`config.mk`:
```
export PLATFORM = sky130hd
export DESIGN_NAME = buzzer_beep_pattern_sequencer
export DESIGN_NICKNAME = d
export VERILOG_FILES = /design/src/rtl/bbps_pkg.sv /design/src/rtl/bbps_in_reg.sv /design/src/rtl/bbps_core.sv /design/src/rtl/bbps_out_reg.sv /design/src/rtl/buzzer_beep_pattern_sequencer.sv
export SDC_FILE = /design/constraint.sdc
export NUM_CORES = 1
export LEC_CHECK = 0
export BUFFER_PORTS_ARGS = -buffer_cell sky130_fd_sc_hd__clkbuf_2
export CAP_MARGIN = 20
export CORE_MARGIN = 2
export CORE_UTILIZATION = 65
export DETAILED_ROUTE_END_ITERATION = 7
export HOLD_SLACK_MARGIN = 0.12
export PLACE_DENSITY = 0.86
export SLEW_MARGIN = 20
export SYNTH_ARGS = -nofsm -noshare
export SYNTH_HDL_FRONTEND = slang
export SYNTH_HIERARCHICAL = 1
export SYNTH_SLANG_ARGS = --single-unit
```
`constraint.sdc`:
```
create_clock -name clk -period 14.4 [get_ports clk]
set_clock_uncertainty 0.1 [all_clocks]
set_input_delay 4.32 -clock clk [delete_from_list [all_inputs] [get_ports clk]]
set_output_delay 4.32 -clock clk [all_outputs]
set_load 0.01 [all_outputs]
```
`src/rtl/bbps_pkg.sv`:
```
// ----------------------------------------------------------------------------
// bbps_pkg
// Shared types and constants for the buzzer beep pattern sequencer.
// ----------------------------------------------------------------------------
package bbps_pkg;

    localparam int unsigned FREQ_W    = 16;
    localparam int unsigned TIME_W    = 16;
    localparam int unsigned COUNT_W   = 16;
    localparam int unsigned TICK_W    = 10;
    localparam int unsigned ELAPSED_W = 18;

    localparam logic [TICK_W-1:0] TICK_PERIOD_RESET = TICK_W'(30);

    localparam logic KIND_COMMAND = 1'b0;
    localparam logic KIND_TICK    = 1'b1;

    typedef enum logic [1:0] {
        PH_IDLE  = 2'd0,
        PH_SOUND = 2'd1,
        PH_GAP   = 2'd2
    } phase_t;

    typedef struct packed {
        logic               kind;
        logic [FREQ_W-1:0]  tone_freq;
        logic [TIME_W-1:0]  on_ms;
        logic [TIME_W-1:0]  off_ms;
        logic [COUNT_W-1:0] repeat_count;
    } item_t;

    typedef struct packed {
        logic              valid;
        logic [FREQ_W-1:0] tone;
    } result_t;

endpackage

```
`src/rtl/bbps_in_reg.sv`:
```
// ----------------------------------------------------------------------------
// bbps_in_reg
// Input register: holds one accepted request until the core takes it.
// ----------------------------------------------------------------------------
module bbps_in_reg (
    input  logic          clk,
    input  logic          rst_n,
    input  logic          in_valid,
    output logic          in_ready,
    input  bbps_pkg::item_t in_item,
    input  logic          take,
    output logic          item_valid,
    output bbps_pkg::item_t item
);
    import bbps_pkg::*;

    logic  valid_reg;
    logic  valid_next;
    item_t item_reg;

    assign in_ready   = !valid_reg || take;
    assign valid_next = (in_valid && in_ready) || (valid_reg && !take);

    always_ff @(posedge clk or negedge rst_n)
    begin
        if (!rst_n)
        begin
            valid_reg <= 1'b0;
        end
        else
        begin
            valid_reg <= valid_next;
        end
    end

    // payload: load on accept only
    always_ff @(posedge clk)
    begin
        if (in_valid && in_ready)
        begin
            item_reg <= in_item;
        end
    end

    assign item_valid = valid_reg;
    assign item       = item_reg;

endmodule

```
`src/rtl/bbps_core.sv`:
```
// ----------------------------------------------------------------------------
// bbps_core
// Pattern state and single-pass update for one command or tick.
// ----------------------------------------------------------------------------
module bbps_core (
    input  logic                          clk,
    input  logic                          rst_n,
    input  logic                          fire,
    input  bbps_pkg::item_t               item,
    input  logic [bbps_pkg::TICK_W-1:0]   tick_period,
    output bbps_pkg::result_t             res
);
    import bbps_pkg::*;

    phase_t               phase_reg,   phase_next;
    logic                 pending_reg, pending_next;
    logic [ELAPSED_W-1:0] elapsed_reg, elapsed_next;
    logic [COUNT_W-1:0]   beeps_reg,   beeps_next;
    logic [FREQ_W-1:0]    freq_reg,    freq_next;
    logic [TIME_W-1:0]    on_reg,      on_next;
    logic [TIME_W-1:0]    off_reg,     off_next;
    logic [FREQ_W-1:0]    tone_reg,    tone_next;

    logic [ELAPSED_W-1:0] sum;
    logic [TIME_W:0]      period;
    logic [ELAPSED_W-1:0] wrapped;

    assign sum      = elapsed_reg + {{(ELAPSED_W - TICK_W){1'b0}}, tick_period};
    assign period   = {1'b0, on_reg} + {1'b0, off_reg};
    assign wrapped  = sum - {{(ELAPSED_W - TIME_W - 1){1'b0}}, period};

    // next state
    always_comb
    begin
        phase_next   = phase_reg;
        pending_next = pending_reg;
        elapsed_next = elapsed_reg;
        beeps_next   = beeps_reg;
        freq_next    = freq_reg;
        on_next      = on_reg;
        off_next     = off_reg;
        tone_next    = tone_reg;
        if (fire)
        begin
            if (item.kind == KIND_COMMAND)
            begin
                freq_next    = item.tone_freq;
                on_next      = item.on_ms;
                off_next     = item.off_ms;
                beeps_next   = item.repeat_count;
                pending_next = 1'b1;
            end
            else if (pending_reg)
            begin
                pending_next = 1'b0;
                if ((on_reg != '0) && (freq_reg != '0))
                begin
                    tone_next = freq_reg;
                    if (off_reg != '0)
                    begin
                        elapsed_next = '0;
                        phase_next   = PH_SOUND;
                    end
                    else
                    begin
                        phase_next = PH_IDLE;
                    end
                end
                else
                begin
                    tone_next  = '0;
                    phase_next = PH_IDLE;
                end
            end
            else
            begin
                case (phase_reg)
                    PH_SOUND:
                    begin
                        elapsed_next = sum;
                        if (sum >= {{(ELAPSED_W - TIME_W){1'b0}}, on_reg})
                        begin
                            tone_next  = '0;
                            phase_next = PH_GAP;
                        end
                    end
                    PH_GAP:
                    begin
                        elapsed_next = sum;
                        if (sum >= {{(ELAPSED_W - TIME_W - 1){1'b0}}, period})
                        begin
                            elapsed_next = wrapped;
                            if (beeps_reg == COUNT_W'(1))
                            begin
                                tone_next  = '0;
                                phase_next = PH_IDLE;
                            end
                            else
                            begin
                                tone_next  = freq_reg;
                                phase_next = PH_SOUND;
                                if (beeps_reg != '0)
                                begin
                                    beeps_next = beeps_reg - COUNT_W'(1);
                                end
                            end
                        end
                    end
                    default:
                    begin
                        phase_next = phase_reg;
                    end
                endcase
            end
        end
    end

    // outputs: a result only when the driven tone changes
    always_comb
    begin
        res.valid = fire && (item.kind == KIND_TICK) && (tone_next != tone_reg);
        res.tone  = tone_next;
    end

    always_ff @(posedge clk or negedge rst_n)
    begin
        if (!rst_n)
        begin
            phase_reg   <= PH_IDLE;
            pending_reg <= 1'b0;
            elapsed_reg <= '0;
            beeps_reg   <= '0;
            freq_reg    <= '0;
            on_reg      <= '0;
            off_reg     <= '0;
            tone_reg    <= '0;
        end
        else
        begin
            phase_reg   <= phase_next;
            pending_reg <= pending_next;
            elapsed_reg <= elapsed_next;
            beeps_reg   <= beeps_next;
            freq_reg    <= freq_next;
            on_reg      <= on_next;
            off_reg     <= off_next;
            tone_reg    <= tone_next;
        end
    end

    a_sound_drives_tone: assert property (@(posedge clk) disable iff (!rst_n)
        (phase_reg == PH_SOUND && !pending_reg) |-> (tone_reg != '0))
        else $error("sounding phase with silent tone");

    a_sound_has_gap: assert property (@(posedge clk) disable iff (!rst_n)
        (phase_reg == PH_SOUND && !pending_reg) |-> (off_reg != '0))
        else $error("beeping pattern without off time");

    a_gap_is_silent: assert property (@(posedge clk) disable iff (!rst_n)
        (phase_reg == PH_GAP && !pending_reg) |-> (tone_reg == '0))
        else $error("gap phase with tone driven");

endmodule

```
`src/rtl/bbps_out_reg.sv`:
```
// ----------------------------------------------------------------------------
// bbps_out_reg
// Result register: holds a tone change until the receiver takes it.
// ----------------------------------------------------------------------------
module bbps_out_reg (
    input  logic                            clk,
    input  logic                            rst_n,
    input  bbps_pkg::result_t               res,
    output logic                            space,
    output logic                            out_valid,
    input  logic                            out_ready,
    output logic [bbps_pkg::FREQ_W-1:0]     tone_out
);
    import bbps_pkg::*;

    logic              valid_reg;
    logic              valid_next;
    logic [FREQ_W-1:0] tone_reg;

    assign space      = !valid_reg || out_ready;
    assign valid_next = res.valid || (valid_reg && !out_ready);

    always_ff @(posedge clk or negedge rst_n)
    begin
        if (!rst_n)
        begin
            valid_reg <= 1'b0;
        end
        else
        begin
            valid_reg <= valid_next;
        end
    end

    always_ff @(posedge clk)
    begin
        if (res.valid)
        begin
            tone_reg <= res.tone;
        end
    end

    assign out_valid = valid_reg;
    assign tone_out  = tone_reg;

endmodule

```
`src/rtl/buzzer_beep_pattern_sequencer.sv`:
```
// ----------------------------------------------------------------------------
// buzzer_beep_pattern_sequencer
// Beep pattern sequencer: turns command and tick requests into tone changes.
// ----------------------------------------------------------------------------
// Usage:
//   Input channel (in_valid/in_ready): one request per accept. kind = 0 is a
//   command that latches tone_freq, on_ms, off_ms and repeat_count and marks
//   the pattern pending; kind = 1 is a tick that advances time by
//   tick_period_ms and ignores the other fields.
//   Output channel (out_valid/out_ready): tone_out carries the new buzzer
//   frequency, 0 for silent, and appears only when the driven tone changes.
//   Configuration channel (cfg_valid/cfg_ready): writes tick_period_ms; it is
//   always ready and should be used while no request is in flight.
//   A request is registered in the input register on accept, taken by the
//   core once the output register has space and written to the output
//   register, which drives tone_out.
//   Throughput: one request per cycle while the output register has space;
//   the state update is combinational (one 18-bit add, compare and subtract).
//   Reset: pattern idle, nothing pending, tone silent, tick period 30 ms.
//   Stall: while the output register is full and not taken, the core holds
//   and the input register fills; in_ready then drops until space returns.
// ----------------------------------------------------------------------------
module buzzer_beep_pattern_sequencer (
    input  logic                             clk,
    input  logic                             rst_n,
    input  logic                             in_valid,
    output logic                             in_ready,
    input  logic                             kind,
    input  logic [bbps_pkg::FREQ_W-1:0]      tone_freq,
    input  logic [bbps_pkg::TIME_W-1:0]      on_ms,
    input  logic [bbps_pkg::TIME_W-1:0]      off_ms,
    input  logic [bbps_pkg::COUNT_W-1:0]     repeat_count,
    output logic                             out_valid,
    input  logic                             out_ready,
    output logic [bbps_pkg::FREQ_W-1:0]      tone_out,
    input  logic                             cfg_valid,
    output logic                             cfg_ready,
    input  logic [bbps_pkg::TICK_W-1:0]      tick_period_ms
);
    import bbps_pkg::*;

    item_t             in_item;
    item_t             item;
    logic              item_valid;
    logic              space;
    logic              fire;
    result_t           res;
    logic [TICK_W-1:0] tick_period_reg;

    // gather the request fields
    assign in_item.kind         = kind;
    assign in_item.tone_freq    = tone_freq;
    assign in_item.on_ms        = on_ms;
    assign in_item.off_ms       = off_ms;
    assign in_item.repeat_count = repeat_count;

    // configuration: take every write at once
    assign cfg_ready = 1'b1;

    always_ff @(posedge clk or negedge rst_n)
    begin
        if (!rst_n)
        begin
            tick_period_reg <= TICK_PERIOD_RESET;
        end
        else if (cfg_valid && cfg_ready)
        begin
            tick_period_reg <= tick_period_ms;
        end
    end

    // advance a held request only when the result register can take it
    assign fire = item_valid && space;

    bbps_in_reg u_in_reg (
        .clk        (clk),
        .rst_n      (rst_n),
        .in_valid   (in_valid),
        .in_ready   (in_ready),
        .in_item    (in_item),
        .take       (fire),
        .item_valid (item_valid),
        .item       (item)
    );

    bbps_core u_core (
        .clk         (clk),
        .rst_n       (rst_n),
        .fire        (fire),
        .item        (item),
        .tick_period (tick_period_reg),
        .res         (res)
    );

    bbps_out_reg u_out_reg (
        .clk       (clk),
        .rst_n     (rst_n),
        .res       (res),
        .space     (space),
        .out_valid (out_valid),
        .out_ready (out_ready),
        .tone_out  (tone_out)
    );

endmodule

```
; After elaboration in Yosys (flattened, before gate mapping)
; Index checks and enable logic that the tools add are counted.
[op_classes]
n_mux = 27
reduce_logical = 24
n_addsub = 4
n_bitwise = 1
magnitude_cmp = 2
n_eq_ne = 13
[ops]
columns = operator, count
row1 = $mux 16, 13
row2 = $mux 18, 4
row3 = $reduce_bool 16->1, 4
row4 = $pmux 18 s2, 1
row5 = $pmux 16 s2, 1
row6 = $add 18x10->18, 1
row7 = $ge 18x16->1, 1
row8 = $ge 18x17->1, 1
row9 = $sub 18x17->18, 1
row10 = $add 16x16->17, 1
row11 = $eq 16x1->1 const B, 1
row12 = $ne 16x16->1, 1
row13 = $sub 16x1->16 const B, 1
row14 = $reduce_and 5->1, 2
row15 = $ne 2x2->1 const B, 4
row16 = $logic_and 1x1->1, 7
row17 = $mux 2, 3
row18 = $ne 2x1->1 const B, 3
row19 = $ne 3x1->1 const B, 2
row20 = $reduce_and 6->1, 1
row21 = $logic_not 1->1, 4
row22 = $logic_or 1x1->1, 4
row23 = $mux 1, 4
row24 = $pmux 2 s2, 1
row25 = other kinds (5), 5
[word_totals]
out_inout_bits = 19
elab_cells = 88
ff_bits = 194

; Longest topological paths before layout
[logic_depth]
word_depth = 10
ltp_mapped = 23
depth_no_buf = 22

; Hierarchy
; The synthesis kept the hierarchy.
[modules_own_cells]
columns = module, n_inst, area_each_um2, seq_area_each_um2, cells_each
row1 = bbps_core, 1, 7806.2, 2527.4, 882
row2 = bbps_in_reg, 1, 2005.7, 1976.9, 69
row3 = bbps_out_reg, 1, 528.0, 505.5, 19
row4 = buzzer_beep_pattern_sequencer, 1, 434.2, 255.2, 24

; Least setup slack after synthesis
; OpenSTA, ideal clock, no wires.
[synth_path]
kind = input-to-output
from = in out_ready
to = out in_ready
cell_stages = 3
arrival_time_ps = 4799
path_slack_ps = 5181
required_ps = 9980
cell_sequence = nand2b_4 -> and2_1 -> nand2b_4
[synth_between]
elab_chain_cells = 3
[synth_lines]
columns = item, line
row1 = from (decl), buzzer_beep_pattern_sequencer.sv:34  ; input logic out_ready,
row2 = $logic_or 1x1->1, bbps_out_reg.sv:20  ; assign space = !valid_reg || out_ready;
row3 = $logic_and 1x1->1, buzzer_beep_pattern_sequencer.sv:73  ; assign fire = item_valid && space;
row4 = net fire, buzzer_beep_pattern_sequencer.sv:46  ; logic fire;
row5 = $logic_or 1x1->1, bbps_in_reg.sv:21  ; assign in_ready = !valid_reg || take;
row6 = to (decl), buzzer_beep_pattern_sequencer.sv:27  ; output logic in_ready,
; The timed path passes the listed nets, and every way through them passes these cells.

; Final worst setup path
[layout_path]
from = in out_ready
to = out in_ready
[layout_between]
elab_chain_cells = 3
[layout_lines]
columns = item, line
row1 = $logic_or 1x1->1, bbps_out_reg.sv:20
row2 = net space, buzzer_beep_pattern_sequencer.sv:45  ; logic space;
row3 = $logic_and 1x1->1, buzzer_beep_pattern_sequencer.sv:73
row4 = net fire, buzzer_beep_pattern_sequencer.sv:46
row5 = $logic_or 1x1->1, bbps_in_reg.sv:21
; The timed path passes the listed nets, and every way through them passes these cells.

==> metrics.cfg <==
[sta]
hold_violations = 0
finalSetupViolCount = 0
holdWs_ns = 0.357
worstMarginPinSlew_ns = 0.863
grt_setup_unrepaired = no
fmaxAchievable_mhz = 105
min_period_ns = 9.49
relSlewSlack = 0.425
fin_tns_setup_ns = 0
maxSlewViolCount = 0
period_share = 0.659

[power_and_ir_drop]
vdd_drop_max_mv = 0.134
p_per_area_nw_per_um2 = 260
power.leakage_nw = 5.16

[clocking]
postCtsSetupBuffers = 0
post_cts_resized = 0
clkSinkCount = 194
path_clk_slew_ns = 0.07
cts_buffers = 17
clockRootBuffer = clkbuf_16
h-tree-depth = 4
clk_path_buf_depth = 2
cts_hold_buf = 0
cts_tree = yes
clk-insertion-delay-late_ns = 0.43

[setup_path]
crit_type = input port to output port
r2r-end = u_out_reg/tone_out[12]$_DFFE_PP_
cp_max_fo = 7
critPathCapture = in_ready
cp_slowest_stage_delay_ns = 0.25
path_cells = clkbuf_2 > nand2b_4 > and2_1 > nand2b_4 > clkbuf_2
reg2reg_slack_ns = 7.57
crit_start = out_ready
r2r_cells = 22
r2r-start = u_core/off_reg[1]$_DFFE_PN0P_
worstPathRequired_ns = 9.98
crit_slowest_cell = and2_1
crit_path_end_kind = output port
arrival_ns = 5.07
startpoint_type = input port

[drt]
wl_mm = 24.4
wl_per_cell_um = 18.5
drc = 0
drt_iter0_markers = 857
via_per_inst = 6.33
antenna_left = 0
dr.pass1.iters = 6
route.vias.total = 8326

[grt]
first_global_vias = 7990
grt_first_pass_wirelength_mm = 39.7
overflow = 0
grt_max_degree = 73
grt_usage = 0.283
antenna_found_initial = 0

[logic_synthesis]
synth-main-ff-cell = dfrtp_1
ys.warnings.count = 6
synthesis.area_um2 = 10800
synth_cell_type_count = 84
yosys_register_bits = 194
ys_seq_area_frac = 0.489
synth_edf_count = 81
synth_cells = 994
synth_area_per_cell_um2 = 10.8
syn_nets = 1140
async_flop_share = 0.582

[status]
run_status = finished, final reports clean

[hold_path]
min_path_type = register to register

[die]
die_area_um2 = 17600
die_width_um = 133
die_y_um = 133
core_area_um2 = 16400
rows = 47
start_util = 0.657
io-pin-count = 99

[layout]
synthToLayoutAreaGrowth_pct = 11.5
drive_gt1_frac = 0.191
largest_reg_flops = 65
finalNetCount = 1228
antennaDiodeCount = 0
fillers = 1104

[flow_run]
drv_cap = 0

[placed_design]
portBuffers = 97
gp_congestion = 0.948
hpwl_mm = 17.3

-- layout make-up --
class	count	area, µm²	area share
Inverter	54	203	0.0169
Tap cell	220	275	0.0229
Timing Repair Buffer	102	529	0.0441
Sequential cell	194	5270	0.438
Multi-Input combinational cell	713	5150	0.429
Clock inverter	13	148	0.0123
Clock buffer	19	443	0.0369
-- kinds of logic after synthesis --
logic type,synth area share
buffers and inverters,0.0340
AO/OA/AOI/OAI,0.194
multiplexers,0.0459
flip-flops,0.489
other,0.000348
adder cells (fa/ha/maj),0.0787
XOR/XNOR,0.0341
AND/OR/NAND/NOR,0.124
-- metrics by stage --
stage / setup WS [ns] / area [µm²] / total power [mW] / utilization / cells
final: 4.91 / 12000 / 3.12 / 0.732 / 1315
after global routing: 4.82 / 12000 / 3.35 / 0.732 / 1315
after CTS: 4.89 / 12000 / 3.09 / 0.731 / 1314
after detailed placement: 4.88 / 11400 / 2.60 / 0.695 / 1282
after global placement: 4.93 / 11400 / 2.55 / 0.695 / 1282
after floorplan: 5.18 / 10800 / 2.23 / - / 994
-- cell usage after synthesis, types with 7 or more instances --
master / instances / share of area
a211oi_1: 10 / 0.0070
a21o_1: 19 / 0.013
a21oi_1: 62 / 0.029
a22o_1: 12 / 0.0098
a31oi_1: 8 / 0.0046
and3_1: 8 / 0.0046
clkbuf_1: 22 / 0.0077
dfrtp_1: 109 / 0.25
edfxtp_1: 81 / 0.23
ha_1: 63 / 0.073
inv_1: 54 / 0.019
mux2_2: 25 / 0.026
mux2_4: 10 / 0.014
nand2_1: 84 / 0.029
nand2b_1: 12 / 0.0070
nand3_1: 16 / 0.0074
nand4_1: 17 / 0.0099
nor2_1: 47 / 0.016
nor2b_1: 11 / 0.0064
nor3_1: 14 / 0.0065
nor4_1: 15 / 0.0087
o211ai_1: 9 / 0.0063
o21a_1: 7 / 0.0049
o21ai_0: 79 / 0.037
o21bai_1: 10 / 0.0070
o22a_1: 8 / 0.0065
o22ai_1: 7 / 0.0041
o41ai_1: 7 / 0.0057
xnor2_1: 24 / 0.020
xor2_1: 18 / 0.015
-- routing by layer --
metal	global-route usage	up-vias	part of all wire
met5	0	-	0
met3	0.0460	67	0.070
met2	0.448	392	0.46
met4	0.0950	0	0.023
li1	-	3885	-
met1	0.403	3982	0.45
-- layout by cell type (no fill, tap or decap), drive strengths merged, types with 10 or more instances in the layout --
cell	netlist	routed
a211oi	10	10
a21o	19	19
nor3	14	14
o21bai	10	10
nand3	18	18
xnor2	24	24
ha	63	63
nand2b	15	15
nor2b	11	11
nand4	18	18
nor4	15	15
inv	54	58
a21oi	67	67
xor2	18	18
clkbuf	22	115
a22o	12	12
edfxtp	81	81
o21ai	85	85
nand2	85	85
nor2	51	51
dfrtp	109	109
mux2	35	35
-- report_power, final --
part | total, mW | switching, mW | internal, mW | leakage, nW
combinational | 1.70 | 0.980 | 0.720 | 2.72
sequential | 0.950 | 0.176 | 0.774 | 2.15
clock | 0.470 | 0.220 | 0.250 | 0.291
total | 3.12 | 1.38 | 1.74 | 5.16
-- worst max-delay path: cells and delay by family --
kind                   cells  cell delay, ns
and+or+nand+nor            3            0.54
buffers and inverters      2            0.21
-- worst min path at each step --
stage,start,end,slack [ns],depth (start not counted)
after floorplan,u_in_reg/item[48]$_DFFE_PP_,u_core/freq_reg[0]$_DFFE_PN0P_,0.33,2
after global placement,u_in_reg/item[35]$_DFFE_PP_,u_core/on_reg[3]$_DFFE_PN0P_,0.33,2
after detailed placement,u_in_reg/item[49]$_DFFE_PP_,u_core/freq_reg[1]$_DFFE_PN0P_,0.34,2
after CTS,u_in_reg/item[33]$_DFFE_PP_,u_core/on_reg[1]$_DFFE_PN0P_,0.36,2
after global routing,u_in_reg/item[41]$_DFFE_PP_,u_core/on_reg[9]$_DFFE_PN0P_,0.38,2
final,u_in_reg/item[33]$_DFFE_PP_,u_core/on_reg[1]$_DFFE_PN0P_,0.36,2
Power figures use the tool's default switching activity.
